`config.mk`:
```
export PLATFORM = sky130hd
export DESIGN_NAME = rsvt_ctrl
export DESIGN_NICKNAME = d
export VERILOG_FILES = /design/src/rtl/row_span_visit_table_core_defines.svh /design/src/rtl/rsvt_pkg.sv /design/src/rtl/rsvt_ctrl.sv
export SDC_FILE = /design/constraint.sdc
export NUM_CORES = 1
export LEC_CHECK = 0
export BUFFER_PORTS_ARGS = -buffer_cell sky130_fd_sc_hd__buf_4
export CAP_MARGIN = 5
export CORE_AREA = 2 2 39 41
export DETAILED_ROUTE_END_ITERATION = 12
export DIE_AREA = 0 0 41 43
export PLACE_DENSITY = 0.62
export RECOVER_POWER = 25
export SYNTH_ARGS = -nofsm -noshare
export SYNTH_HDL_FRONTEND = slang
export SYNTH_SLANG_ARGS = --single-unit
```
`constraint.sdc`:
```
create_clock -name clk -period 2.7 [get_ports clk]
set_clock_uncertainty 0.15 [all_clocks]
set_input_delay 0.405 -clock clk [delete_from_list [all_inputs] [get_ports clk]]
set_output_delay 0.405 -clock clk [all_outputs]
set_load 0.005 [all_outputs]
```
`src/rtl/row_span_visit_table_core_defines.svh`:
```
// assertion macros for the row span visit table
`ifndef ROW_SPAN_VISIT_TABLE_CORE_DEFINES_SVH
`define ROW_SPAN_VISIT_TABLE_CORE_DEFINES_SVH

`ifndef SYNTHESIS
// same-cycle implication, disabled during reset
`define RSVT_ASSERT_IMP(lbl, ante, cons) \
  lbl: assert property (@(posedge clk) disable iff (rst) (ante) |-> (cons)) \
    else $error("rsvt assertion failed");
// next-cycle implication, disabled during reset
`define RSVT_ASSERT_NXT(lbl, ante, cons) \
  lbl: assert property (@(posedge clk) disable iff (rst) (ante) |=> (cons)) \
    else $error("rsvt assertion failed");
`else
`define RSVT_ASSERT_IMP(lbl, ante, cons)
`define RSVT_ASSERT_NXT(lbl, ante, cons)
`endif

`endif

```
`src/rtl/rsvt_pkg.sv`:
```
// shared constants, codes and controller/datapath interface types
package rsvt_pkg;

  localparam int MAX_ROWS_DEF   = 1024;
  localparam int MAX_SPANS_DEF  = 16;
  localparam int COORD_BITS_DEF = 16;

  localparam int          IMG_W     = 11;
  localparam logic [10:0] IMG_RESET = 11'd1024;

  // skip check steps this far past the right end of a covering span
  localparam int SKIP_STEP = 2;

  localparam logic [1:0] OP_ADD   = 2'd0;
  localparam logic [1:0] OP_CHECK = 2'd1;
  localparam logic [1:0] OP_SKIP  = 2'd2;
  localparam logic [1:0] OP_NONE  = 2'd3;

  localparam logic [1:0] ST_OK    = 2'd0;
  localparam logic [1:0] ST_DUP   = 2'd1;
  localparam logic [1:0] ST_FULL  = 2'd2;
  localparam logic [1:0] ST_NOROW = 2'd3;

  typedef struct packed {
    logic ready;
    logic accept;
    logic clear_step;
    logic count_load;
    logic scan;
    logic write;
    logic result_load;
  } cmd_t;

  typedef struct packed {
    logic clear_last;
    logic go_scan;
    logic go_write;
    logic match;
    logic last;
    logic is_add;
    logic room;
    logic out_free;
  } stat_t;

endpackage

```
`src/rtl/rsvt_ctrl.sv`:
```
// sequencing state machine: clearing pass, count read, span scan, write, result
module rsvt_ctrl (
  input  logic           clk,
  input  logic           rst,
  input  logic           s_tvalid,
  input  rsvt_pkg::stat_t st,
  output rsvt_pkg::cmd_t  cmd
);

  typedef enum logic [5:0] {
    S_CLEAR = 6'b000001,
    S_IDLE  = 6'b000010,
    S_COUNT = 6'b000100,
    S_SCAN  = 6'b001000,
    S_WRITE = 6'b010000,
    S_DONE  = 6'b100000
  } state_t;

  state_t state, state_next;

  always_ff @(posedge clk) begin
    if (rst) begin
      state <= S_CLEAR;
    end else begin
      state <= state_next;
    end
  end

  always_comb begin
    cmd        = '0;
    state_next = state;
    case (state)
      S_CLEAR: begin
        cmd.clear_step = 1'b1;
        if (st.clear_last) begin
          state_next = S_IDLE;
        end
      end
      S_IDLE: begin
        cmd.ready = 1'b1;
        if (s_tvalid) begin
          cmd.accept = 1'b1;
          state_next = S_COUNT;
        end
      end
      S_COUNT: begin
        cmd.count_load = 1'b1;
        if (st.go_scan) begin
          state_next = S_SCAN;
        end else if (st.go_write) begin
          state_next = S_WRITE;
        end else begin
          state_next = S_DONE;
        end
      end
      S_SCAN: begin
        cmd.scan = 1'b1;
        if (st.match) begin
          state_next = S_DONE;
        end else if (st.last) begin
          state_next = (st.is_add && st.room) ? S_WRITE : S_DONE;
        end
      end
      S_WRITE: begin
        cmd.write  = 1'b1;
        state_next = S_DONE;
      end
      S_DONE: begin
        if (st.out_free) begin
          cmd.result_load = 1'b1;
          state_next      = S_IDLE;
        end
      end
      default: begin
        state_next = S_IDLE;
      end
    endcase
  end

endmodule

```
==> results.md, run 1 <==
- Count of input and output buffers: 17
- Critical path, cell by cell: or4_1 -> nor3b_1 -> and2_1 -> buf_4
- Number of buffer and inverter stages on the critical path: 1
- Floorplan Core Area: 1384 µm²
- WS Path Type: reg2out
- Vias in the first global route: 379
- WP data arrival: 1.83 ns
- Worst path required time: 2.14 ns
- Ratio of cells with drive above 1 in the final layout: 32.84%
- Utilization after layout: 39.69%
- Element type at the critical path end: output pin
- Drt initial violations: 2
- TritonCTS clock tree: yes
- Cell Rows: 14
- Number of different library cells in the post-synthesis netlist: 26
- Nets in the synthesized netlist: 59
- Inserted Diodes: 0
- Fraction of power spent switching nets: 24.54%
- Final routed DRC violation total: 0
- Largest register FFs: 6
- Largest net degree at the start of global routing: 10
- Sequential-to-total area share from yosys stat: 30.00%
- Worst-Margin Slew: 0.5618 ns
- Number of H-tree levels: 1
- Total global-route track usage: 13.28%
- Gr ovfl total: 0
- Wirelength per Cell: 11.35 µm
- Startpoint type of the worst setup path: flop
- Crit share post-route: 88.24%
- Clock power share: 35.0%
- Most common cell after layout, fill and taps aside: sky130_fd_sc_hd__buf_4
- Comb pwr share: 21.0%
- Cells after Synth: 48
- Via density per instance: 5.048
- DIE HEIGHT: 43 µm
- Unrepaired setup endpoints after global routing: false
- Worst min-delay path category: in2reg
- Final hold viol count: 0
- Warnings, synthesis: 0
- Max_cap viols: 0
- Number of flip-flops and latches in the synthesized netlist: 6
- Number of buffers created by CTS: 3
- Final Slew Violations: 0
- Int Power: 0.0001718 W
- Post-layout net count: 80
- Final setup vio count: 0
- Layout Area Growth over Synthesis: 37.19%
- Die area: 1763 µm²
- Total routed wirelength: 942 µm
- Clock Root Buffer: sky130_fd_sc_hd__clkbuf_4
- Post-synthesis cell area: 400.4 µm²
- Clock input transition at the sequential cells of the worst setup and hold paths: 0.05 ns
- Top reg by flops: state
- Run status: finished, final reports clean
- Post-detail-place hpwl: 743.1 µm
- Clock latency of the later-clocked register in the worst-skew pair: 0.24 ns
- Top area cells in the synthesized netlist: sky130_fd_sc_hd__dfxtp_1, sky130_fd_sc_hd__nand3b_1, sky130_fd_sc_hd__nor3b_1, sky130_fd_sc_hd__a21oi_1, sky130_fd_sc_hd__o21ai_0
- Die outline width: 41 µm
- Biggest area consumer among synthesized cells: sky130_fd_sc_hd__dfxtp_1
- Top cell type's share of synthesized area: 30.00%
- Num Clock Sinks: 6
- Vias after detailed routing: 419
- CTS Hold Buffers Added: 0
- Max stage delay on crit path: 0.60 ns
- Avg Cell Area, Syn: 8.341 µm²
- Placer congestion estimate: 0.7356
- Aggregate negative setup slack: 0 ns
- DRT Pass-1 Iters: 2
- F_max: 419.7 MHz
- Total power per unit cell area: 414.5 nW/µm²
- Wire length of the first global-routing pass: 1.518 mm
- Initial antenna violation count: 0
- Delay-heaviest family, CP: simple AND/OR/NAND/NOR gates
- Post-route minimum period: 2.383 ns
- Cell with the largest stage delay on the worst path: sky130_fd_sc_hd__or4_1
- Part of the total power dissipated in sequential elements: 44.0%
- Highest-count cells in the layout ignoring fill and taps: sky130_fd_sc_hd__buf_4, sky130_fd_sc_hd__dfxtp_1, sky130_fd_sc_hd__nor2_1
- Minimum setup slack among reg-to-reg paths: 0.60 ns
- Number of antenna-violating nets in the routed design: 0
- Registers with the most flip-flops: state (6)
- Largest vdd supply drop: 0.1329 mV
- CP Max Fanout: 6
- Initial Utilization: 28.93%
- Number of resized instances in the post-cts repair step: 0
- Buffer depth of the longest clock path: 2
- Switching power: 0.00005587 W
- Max transition margin: 62.20%
- Number of I/O pins: 18
- Leakage power total: 0.2625 nW
- Postcts setup bufs: 0
## worst reg2reg max path: stages (launching register included)
cell and delay [ns]:
sky130_fd_sc_hd__dfxtp_1 0.34, sky130_fd_sc_hd__or4_1 0.60, sky130_fd_sc_hd__or4b_4 0.52, sky130_fd_sc_hd__nand4_1 0.19, sky130_fd_sc_hd__nand2b_1 0.13, sky130_fd_sc_hd__a21oi_1 0.06
## worst paths after layout
path / from / endpoint / cells past startpoint
min reg2reg: state[5] / state[1] / 3
max reg2reg: state[2] / state[5] / 5
min: rst / state[1] / 2
max: state[2] / cmd[5] / 4
## area by class of cell
type	instances	area, µm²
inverters	3	11.26
multi-input cells	38	247.7
well taps	16	20.02
flip-flops and latches	6	120.1
fillers	155	834.6
clock buffers	3	22.52
repair buffers	17	127.6
## metal layers
metal / wire [µm] / GRT usage [%]
met5: 0 / 0
met4: 14 / 12.00
met3: 49 / 3.141
met2: 449 / 18.44
met1: 427 / 15.86
## synthesized netlist by cell type, drive strengths merged
| cell | n |
|---|---|
| dfxtp | 6 |
| nor2 | 4 |
| a21oi | 3 |
| inv | 3 |
| nand3b | 3 |
| nor3b | 3 |
| o21ai | 3 |
| or4b | 3 |
| and3 | 2 |
| nand2 | 2 |
| nand2b | 2 |
| nand4 | 2 |
| nor4 | 2 |
| a21o | 1 |
| a22oi | 1 |
| and2 | 1 |
| buf | 1 |
| nor2b | 1 |
| nor3 | 1 |
| o2111ai | 1 |
| o311ai | 1 |
| or4 | 1 |
| xor2 | 1 |
## metrics by stage
step	std cells	hold WS (ns)	area (µm²)	total power (W)	setup slack (ns)
detailed placement	80	0.4646	536.8	0.0001515	0.6087
floorplan	48	0.3241	400.4	0.0001261	0.7530
finish	83	0.2195	549.3	0.0002277	0.3175
global route	83	0.2149	549.3	0.0002457	0.1400
CTS	83	0.2128	559.3	0.0002344	0.3334
global placement	80	0.4634	536.8	0.0001512	0.6112
## power by group through the flow
stage / Combinational (W) / Clock (W) / Sequential [W]
final: 0.0000479 / 0.0000797 / 0.000100
after global routing: 0.0000534 / 0.0000912 / 0.000101
after detailed placement: 0.0000498 / 0 / 0.000102
after floorplan: 0.0000262 / 0 / 0.0000999
after global placement: 0.0000494 / 0 / 0.000102
after CTS: 0.0000500 / 0.0000843 / 0.000100
## cells by family (layout without fill, tap and decap cells)
| family | after synthesis | in the layout | share of synthesized area (%) |
|---|---|---|---|
| AO/OA/AOI/OAI | 10 | 10 | 15.62 |
| AND/OR/NAND/NOR | 27 | 27 | 46.56 |
| flip-flops | 6 | 6 | 30.00 |
| buffers and inverters | 4 | 23 | 5.625 |
| XOR/XNOR | 1 | 1 | 2.188 |
No activity file was read; power rests on OpenSTA's default activity.
==> run 2: changes to the inputs <==
- clock period: 2.7 -> 2.3 ns (I/O delays scaled with it)
==> run 2 against run 1 <==
First-iteration DRC count up 100%. Global-route usage decreased by 0.69 points. Wire length down 0.42%. Sequential power is 18% higher. Combinational power up 20%. Worst setup slack got worse by 0.21 ns. Hold slack got worse by 0.063 ns. Non-clock buffer count stayed put. Sequential cell count is the same. Critical path depth is the same. Utilization is 0.63 points higher. Critical path type unchanged.
==> results.md, run 2 (synthesis gave the netlist of run 1 again) <==
- Die outline width: 41 µm (unchanged)
- Total routed wirelength: 938 µm (-0.42%)
- Largest register FFs: 6 (unchanged)
- DIE HEIGHT: 43 µm (unchanged)
- Floorplan Core Area: 1384 µm² (unchanged)
- F_max: 455.7 MHz
- Max stage delay on crit path: 0.57 ns (-0.03 ns)
- Worst-Margin Slew: 0.5314 ns (-0.03037 ns)
- Destination of the worst hold path: state[3]
- Launch point of the worst hold path: rst
- Element type at the critical path end: output pin
- Final Slew Violations: 0 (unchanged)
- Depth of the worst register-to-register path: 5 (unchanged)
- Max_cap viols: 0 (unchanged)
- Initial antenna violation count: 0 (unchanged)
- Number of buffers created by CTS: 3 (unchanged)
- Unrepaired setup endpoints after global routing: false
- Gr ovfl total: 0 (unchanged)
- Top reg by flops: state
- Critical path, cell by cell: or4_4 -> nor3b_2 -> and2_1 -> buf_4
- Final routed DRC violation total: 0 (unchanged)
- CP Max Fanout: 6 (unchanged)
- Startpoint type of the worst setup path: flop
- TritonCTS clock tree: yes
- Number of I/O pins: 18 (unchanged)
- Number of antenna-violating nets in the routed design: 0 (unchanged)
- Post-detail-place hpwl: 733.2 µm (-1.3%)
- Clock Root Buffer: sky130_fd_sc_hd__clkbuf_4
- Met2 global-route usage: 16.25% (-2.2 points)
- Inserted Diodes: 0 (unchanged)
- Clock input transition at the sequential cells of the worst setup and hold paths: 0.04 ns (about the same)
- Global-route track usage on met1: 15.91% (+0.051 points)
- Total power per unit cell area: 481.4 nW/µm² (+16%)
- Clock latency of the later-clocked register in the worst-skew pair: 0.24 ns (about the same)
- Drt initial violations: 4 (+2)
- DRT Pass-1 Iters: 2 (unchanged)
- Number of non-filler instances in the completed layout: 83 (unchanged)
- Number of resized instances in the post-cts repair step: 0 (unchanged)
- Registers with the most flip-flops: state (6)
- Post-layout net count: 80 (unchanged)
- Run status: finished, final reports clean
- Worst path required time: 1.80 ns (-0.34 ns)
- CTS Hold Buffers Added: 0 (unchanged)
- Crit share post-route: 95.41%
- Postcts setup bufs: 0 (unchanged)
- Grt met3 use: 3.141% (unchanged)
- Initial Utilization: 28.93% (unchanged)
- Buffer depth of the longest clock path: 2 (unchanged)
- Total power of the final layout: 0.0002686 W (+18%)
- Post-route minimum period: 2.194 ns
- Worst hold path cell count: 2 (unchanged)
- Leakage power total: 0.2635 nW (+0.35%)
- R2R Path Start: state[2]
- Largest vdd supply drop: 0.2113 mV (+59%)
- WS Path Type: reg2out
- Layout Area Growth over Synthesis: 39.37%
- Final setup vio count: 0 (unchanged)
- Worst min-delay path category: in2reg
- Minimum setup slack among reg-to-reg paths: 0.24 ns (-0.36 ns)
- Vias in the first global route: 377 (-0.53%)
- Endpoint of the most critical register-to-register path: state[5]
- Cell with the largest stage delay on the worst path: sky130_fd_sc_hd__or4_4
- WP data arrival: 1.70 ns (-0.13 ns)
- Cell Rows: 14 (unchanged)
- Vias after detailed routing: 431 (+2.9%)
- Most Used Layer, Global Route: met2
- Wirelength per Cell: 11.30 µm (-0.42%)
- Placer congestion estimate: 0.7244 (-1.5%)
- Ratio of cells with drive above 1 in the final layout: 35.82% (+3.0 points)
- Die area: 1763 µm² (unchanged)
- Count of input and output buffers: 17 (unchanged)
- Final hold viol count: 0 (unchanged)
- Max transition margin: 64.25% (+2.0 points)
- Number of H-tree levels: 1 (unchanged)
- Largest net degree at the start of global routing: 10 (unchanged)
- Wire length of the first global-routing pass: 1.455 mm (-4.2%)
- Via density per instance: 5.193 (+2.9%)
- Placed Cells: 80 (unchanged)
- Total global-route track usage: 12.59% (-0.69 points)
- Most common cell after layout, fill and taps aside: sky130_fd_sc_hd__buf_4
- Aggregate negative setup slack: 0 ns (unchanged)
- Highest-count cells in the layout ignoring fill and taps: sky130_fd_sc_hd__buf_4, sky130_fd_sc_hd__dfxtp_1, sky130_fd_sc_hd__nor2_1
- Num Clock Sinks: 6 (unchanged)
- Fillcell total: 143 (-7.7%)
[run 2: cell count changes in the layout (fill, tap and decap cells not counted)]
cell,change
sky130_fd_sc_hd__nor3b_2,+1
sky130_fd_sc_hd__or4_1,-1
sky130_fd_sc_hd__nor3b_1,-1
sky130_fd_sc_hd__or4_4,+1
[run 2: power by group]
| group | switching (W) | leakage (nW) | internal (W) |
|---|---|---|---|
| Combinational | 0.0000228 | 0.201 | 0.0000348 |
| Sequential | 0.00000855 | 0.0491 | 0.000110 |
| Clock | 0.0000343 | 0.0138 | 0.0000588 |
| Total | 0.0000656 | 0.263 | 0.000203 |
[run 2: area by class of cell]
| class | count | area [µm²] | share of cell area, % |
|---|---|---|---|
| Clock buffer | 3 | 22.52 | 4.036 |
| Inverter | 3 | 11.26 | 2.018 |
| Multi-Input combinational cell | 38 | 256.5 | 45.96 |
| Sequential cell | 6 | 120.1 | 21.52 |
| Tap cell | 16 | 20.02 | 3.587 |
| Timing Repair Buffer | 17 | 127.6 | 22.87 |
[run 2: worst max-delay path by stage]
stage                         from  cells after the start  slack [ns]       end
after global routing      state[2]                      4        0.03    cmd[5]
after global placement    state[2]                      4        0.27    cmd[5]
after CTS                 state[2]                      4        0.05    cmd[5]
final                     state[2]                      4        0.11    cmd[5]
after detailed placement  state[2]                      5        0.30  state[5]
after floorplan           state[3]                      6        0.36  state[5]
[run 2: layer usage]
layer / part of all wire [%] / routed length (µm)
met2: 50 / 471
met1: 44 / 412
met3: 3.7 / 35
met5: 0 / 0
met4: 2.0 / 19
[run 2: critical path: cells and delay by family (launching register included)]
| kind | cells | cell delay [ns] |
|---|---|---|
| buf+inv | 1 | 0.10 |
| flops | 1 | 0.34 |
| simple gates | 3 | 1.01 |
[run 2: through the flow]
| step | area, µm² | hold slack, ns | util, % | setup slack [ns] |
|---|---|---|---|---|
| after floorplan | 400.4 | 0.2641 | - | 0.3615 |
| after global placement | 536.8 | 0.4010 | 38.79 | 0.2730 |
| after detailed placement | 536.8 | 0.4022 | 38.79 | 0.2958 |
| after CTS | 559.3 | 0.1493 | 40.42 | 0.05177 |
| after global routing | 558.0 | 0.1619 | 40.33 | 0.03270 |
| final | 558.0 | 0.1570 | 40.33 | 0.1057 |
==> run 3: changes to the inputs <==
- ABC_AREA: default -> 1
- PLACE_DENSITY: 0.62 -> 0.64
==> run 3 against run 2 <==
First-iteration DRC count fell by 25%. Die area did not move. Combinational power fell by 0.7%. Fmax rose by 21%. Clock power rose by 2.5%. Utilization rose by 2.3 points. Via count rose by 9.7%. Final cell count rose by 24%. Clock-buffer cell count did not move. Hold slack got worse by 0.0028 ns. Synthesized area rose by 5.3%. Sequential share of layout area fell by 1.1 points. Critical endpoint is now cmd[0]. Largest power group unchanged.
==> results.md, run 3 <==
- Routed met1 length: 394 µm (-4.4%)
- Layout Area Growth over Synthesis: 39.76%
- TritonCTS clock tree: yes
- Total power per unit cell area: 453.1 nW/µm² (-5.9%)
- Number of buffers created by CTS: 3 (unchanged)
- Total power of the final layout: 0.0002670 W (-0.60%)
- Startpoint type of the worst setup path: flop
- DIE HEIGHT: 43 µm (unchanged)
- Leading cell type by number of instances after synthesis: sky130_fd_sc_hd__inv_1
- Number of H-tree levels: 1 (unchanged)
- Cell Rows: 14 (unchanged)
- Worst-Margin Slew: 0.3495 ns (-0.1819 ns)
- Smallest setup slack after layout: 0.4879 ns (+0.3822 ns)
- Crit share post-route: 78.79% (-17 points)
- Max stage delay on crit path: 0.32 ns (-0.25 ns)
- Total routed wirelength: 929 µm (-0.96%)
- Final setup vio count: 0 (unchanged)
- Nets in the synthesized netlist: 78 (+32%)
- Number of buffer and inverter stages on the critical path: 1 (unchanged)
- Top routing layer in use: met3
- Top area cells in the synthesized netlist: sky130_fd_sc_hd__dfxtp_1, sky130_fd_sc_hd__inv_1, sky130_fd_sc_hd__nor2_1, sky130_fd_sc_hd__nand4_1, sky130_fd_sc_hd__nand2_1
- Worst Setup Slack post-DPL: 0.8308 ns (+0.5350 ns)
- Post-layout net count: 100 (+25%)
- Share of flip-flops with an asynchronous set or reset after synthesis: 0% (unchanged)
- Gr ovfl total: 0 (unchanged)
- Most common cell after layout, fill and taps aside: sky130_fd_sc_hd__buf_4
- Number of flip-flops and latches in the synthesized netlist: 6 (unchanged)
- Aggregate negative setup slack: 0 ns (unchanged)
- Unrepaired setup endpoints after global routing: false
- Num Clock Sinks: 6 (unchanged)
- Number of different library cells in the post-synthesis netlist: 17 (-35%)
- Vias in the first global route: 382 (+1.3%)
- Highest-count cells in the layout ignoring fill and taps: sky130_fd_sc_hd__buf_4, sky130_fd_sc_hd__inv_1, sky130_fd_sc_hd__nor2_1
- Clock latency of the later-clocked register in the worst-skew pair: 0.24 ns (about the same)
- Final hold viol count: 0 (unchanged)
- Postcts setup bufs: 0 (unchanged)
- Registers with the most flip-flops: state (6)
- Top cell type's share of synthesized area: 28.49% (-1.5 points)
- WP data arrival: 1.32 ns (-0.38 ns)
- Initial Utilization: 30.47% (+1.5 points)
- Top reg by flops: state
- Number of I/O pins: 18 (unchanged)
- CTS Hold Buffers Added: 0 (unchanged)
- Avg Cell Area, Syn: 6.293 µm² (-25%)
- Element type at the critical path end: output pin
- Via density per instance: 4.592 (-12%)
- Cell with the largest stage delay on the worst path: sky130_fd_sc_hd__dfxtp_1
- Drt initial violations: 3 (-1)
- Final Slew Violations: 0 (unchanged)
- Die area: 1763 µm² (unchanged)
- Wire length of the first global-routing pass: 1.483 mm (+1.9%)
- Leakage power total: 0.3244 nW (+23%)
- Clock Root Buffer: sky130_fd_sc_hd__clkbuf_4
- Floorplan Core Area: 1384 µm² (unchanged)
- Total global-route track usage: 12.78% (+0.19 points)
- Number of non-filler instances in the completed layout: 103 (+24%)
- Count of input and output buffers: 17 (unchanged)
- Delay-heaviest family, CP: simple AND/OR/NAND/NOR gates
- Primary flip-flop cell chosen by synthesis mapping: sky130_fd_sc_hd__dfxtp_1
- Most used cell, CP: sky130_fd_sc_hd__nor2_1
- CP Max Fanout: 6 (unchanged)
- Largest net degree at the start of global routing: 9 (-1)
- Biggest area consumer among synthesized cells: sky130_fd_sc_hd__dfxtp_1
- Number of enable flip-flop cells after synthesis: 0 (unchanged)
- Number of resized instances in the post-cts repair step: 0 (unchanged)
- Wirelength per Cell: 9.019 µm (-20%)
- Buffer depth of the longest clock path: 2 (unchanged)
- Utilization after layout: 42.59% (+2.3 points)
- Inserted Diodes: 0 (unchanged)
- Post-route minimum period: 1.812 ns (-0.3822 ns)
- Worst hold path cell count: 2 (unchanged)
- Detailed route wirelength on metal2: 483 µm (+2.5%)
- Largest register FFs: 6 (unchanged)
- Run status: finished, final reports clean
- Post-synthesis cell area: 421.7 µm² (+5.3%)
- Worst min-delay path category: in2reg
- Ratio of cells with drive above 1 in the final layout: 33.33% (-2.5 points)
- Die outline width: 41 µm (unchanged)
- Top cell types by occurrence after synthesis: sky130_fd_sc_hd__inv_1, sky130_fd_sc_hd__nor2_1, sky130_fd_sc_hd__nand2_1
- Post-detail-place hpwl: 786 µm (+7.2%)
- Placer congestion estimate: 0.8251 (+14%)
- Placed Cells: 100 (+25%)
- Clock input transition at the sequential cells of the worst setup and hold paths: 0.04 ns (about the same)
- Number of antenna-violating nets in the routed design: 0 (unchanged)
- Warnings, synthesis: 0 (unchanged)
- Vias after detailed routing: 473 (+9.7%)
- WS Path Type: reg2out
- F_max: 551.8 MHz (+21%)
- WP depth: 5 (+1)
- Depth of the worst register-to-register path: 7 (+2)
- Final routed DRC violation total: 0 (unchanged)
- Total met3 wirelength after detailed routing: 51 µm (+46%)
- Critical path, cell by cell: nor2_1 -> and2_1 -> nand2_1 -> nor2_1 -> buf_4
- Cells after Synth: 67 (+40%)
- Max_cap viols: 0 (unchanged)
- Sequential-to-total area share from yosys stat: 28.49% (-1.5 points)
- Initial antenna violation count: 0 (unchanged)
- Largest vdd supply drop: 0.2743 mV (+30%)
- Worst path required time: 1.80 ns (about the same)
- Max transition margin: 76.62% (+12 points)
- DRT Pass-1 Iters: 4 (+2)
## run 3: cell types whose count changed in the layout (fill, tap and decap cells not counted), sizes merged, moves of 2 or more
cell    delta
or4b       -3
nand3b     -2
inv       +12
nand3      +6
nor2      +13
nor4       -2
nor3b      -3
o21ai      -2
nand2      +8
nand4      +4
nand2b     -2
## run 3: area by class of cell
class / count / area [µm²]
clock buffer: 3 / 22.52
fill: 154 / 794.5
inverter: 15 / 56.30
multi-input combinational: 46 / 242.7
sequential: 6 / 120.1
tap: 16 / 20.02
timing repair buffer: 17 / 127.6
## run 3: stage by stage
step                cell area, µm²  hold WS, ns
finish                       589.3       0.1542
global route                 589.3       0.1504
CTS                          591.8       0.1461
detailed placement           569.3       0.4026
global placement             569.3       0.3886
floorplan                    421.7       0.2641
## run 3: final timing paths
| path | end | from | slack, ns |
|---|---|---|---|
| worst max-delay path | cmd[0] | state[2] | 0.49 |
| worst min-delay path | state[5] | rst | 0.15 |
| worst max register to register | state[1] | state[2] | 0.87 |
| worst min register to register | state[1] | state[1] | 0.40 |
## run 3: cell families (layout without fill, tap and decap cells)
group | after synthesis | after routing | share of synthesized area (%)
AO/OA/AOI/OAI | 3 | 3 | 3.560
buffers and inverters | 15 | 35 | 13.35
AND/OR/NAND/NOR | 43 | 43 | 54.60
flip-flops | 6 | 6 | 28.49
## run 3: per-layer routing
| metal | up-vias | global-route usage (%) |
|---|---|---|
| met5 | - | 0 |
| met3 | 0 | 4.712 |
| met1 | 209 | 13.92 |
| li1 | 252 | - |
| met4 | 0 | 6.000 |
| met2 | 12 | 20.63 |
## run 3: power breakdown
group	leakage (nW)	switching [W]	internal (W)
registers	0.0491	0.00000587	0.000109
logic	0.262	0.0000280	0.0000291
clock network	0.0138	0.0000364	0.0000589
total	0.324	0.0000702	0.000197
## run 3: worst reg2reg max path, cell delays in order, from the launching register on
cell	delay, ns
sky130_fd_sc_hd__dfxtp_1	0.32
sky130_fd_sc_hd__nor2_1	0.30
sky130_fd_sc_hd__and2_1	0.22
sky130_fd_sc_hd__nand2_2	0.07
sky130_fd_sc_hd__nand4_1	0.10
sky130_fd_sc_hd__nand2_1	0.06
sky130_fd_sc_hd__nand2_1	0.06
sky130_fd_sc_hd__nor2_1	0.04
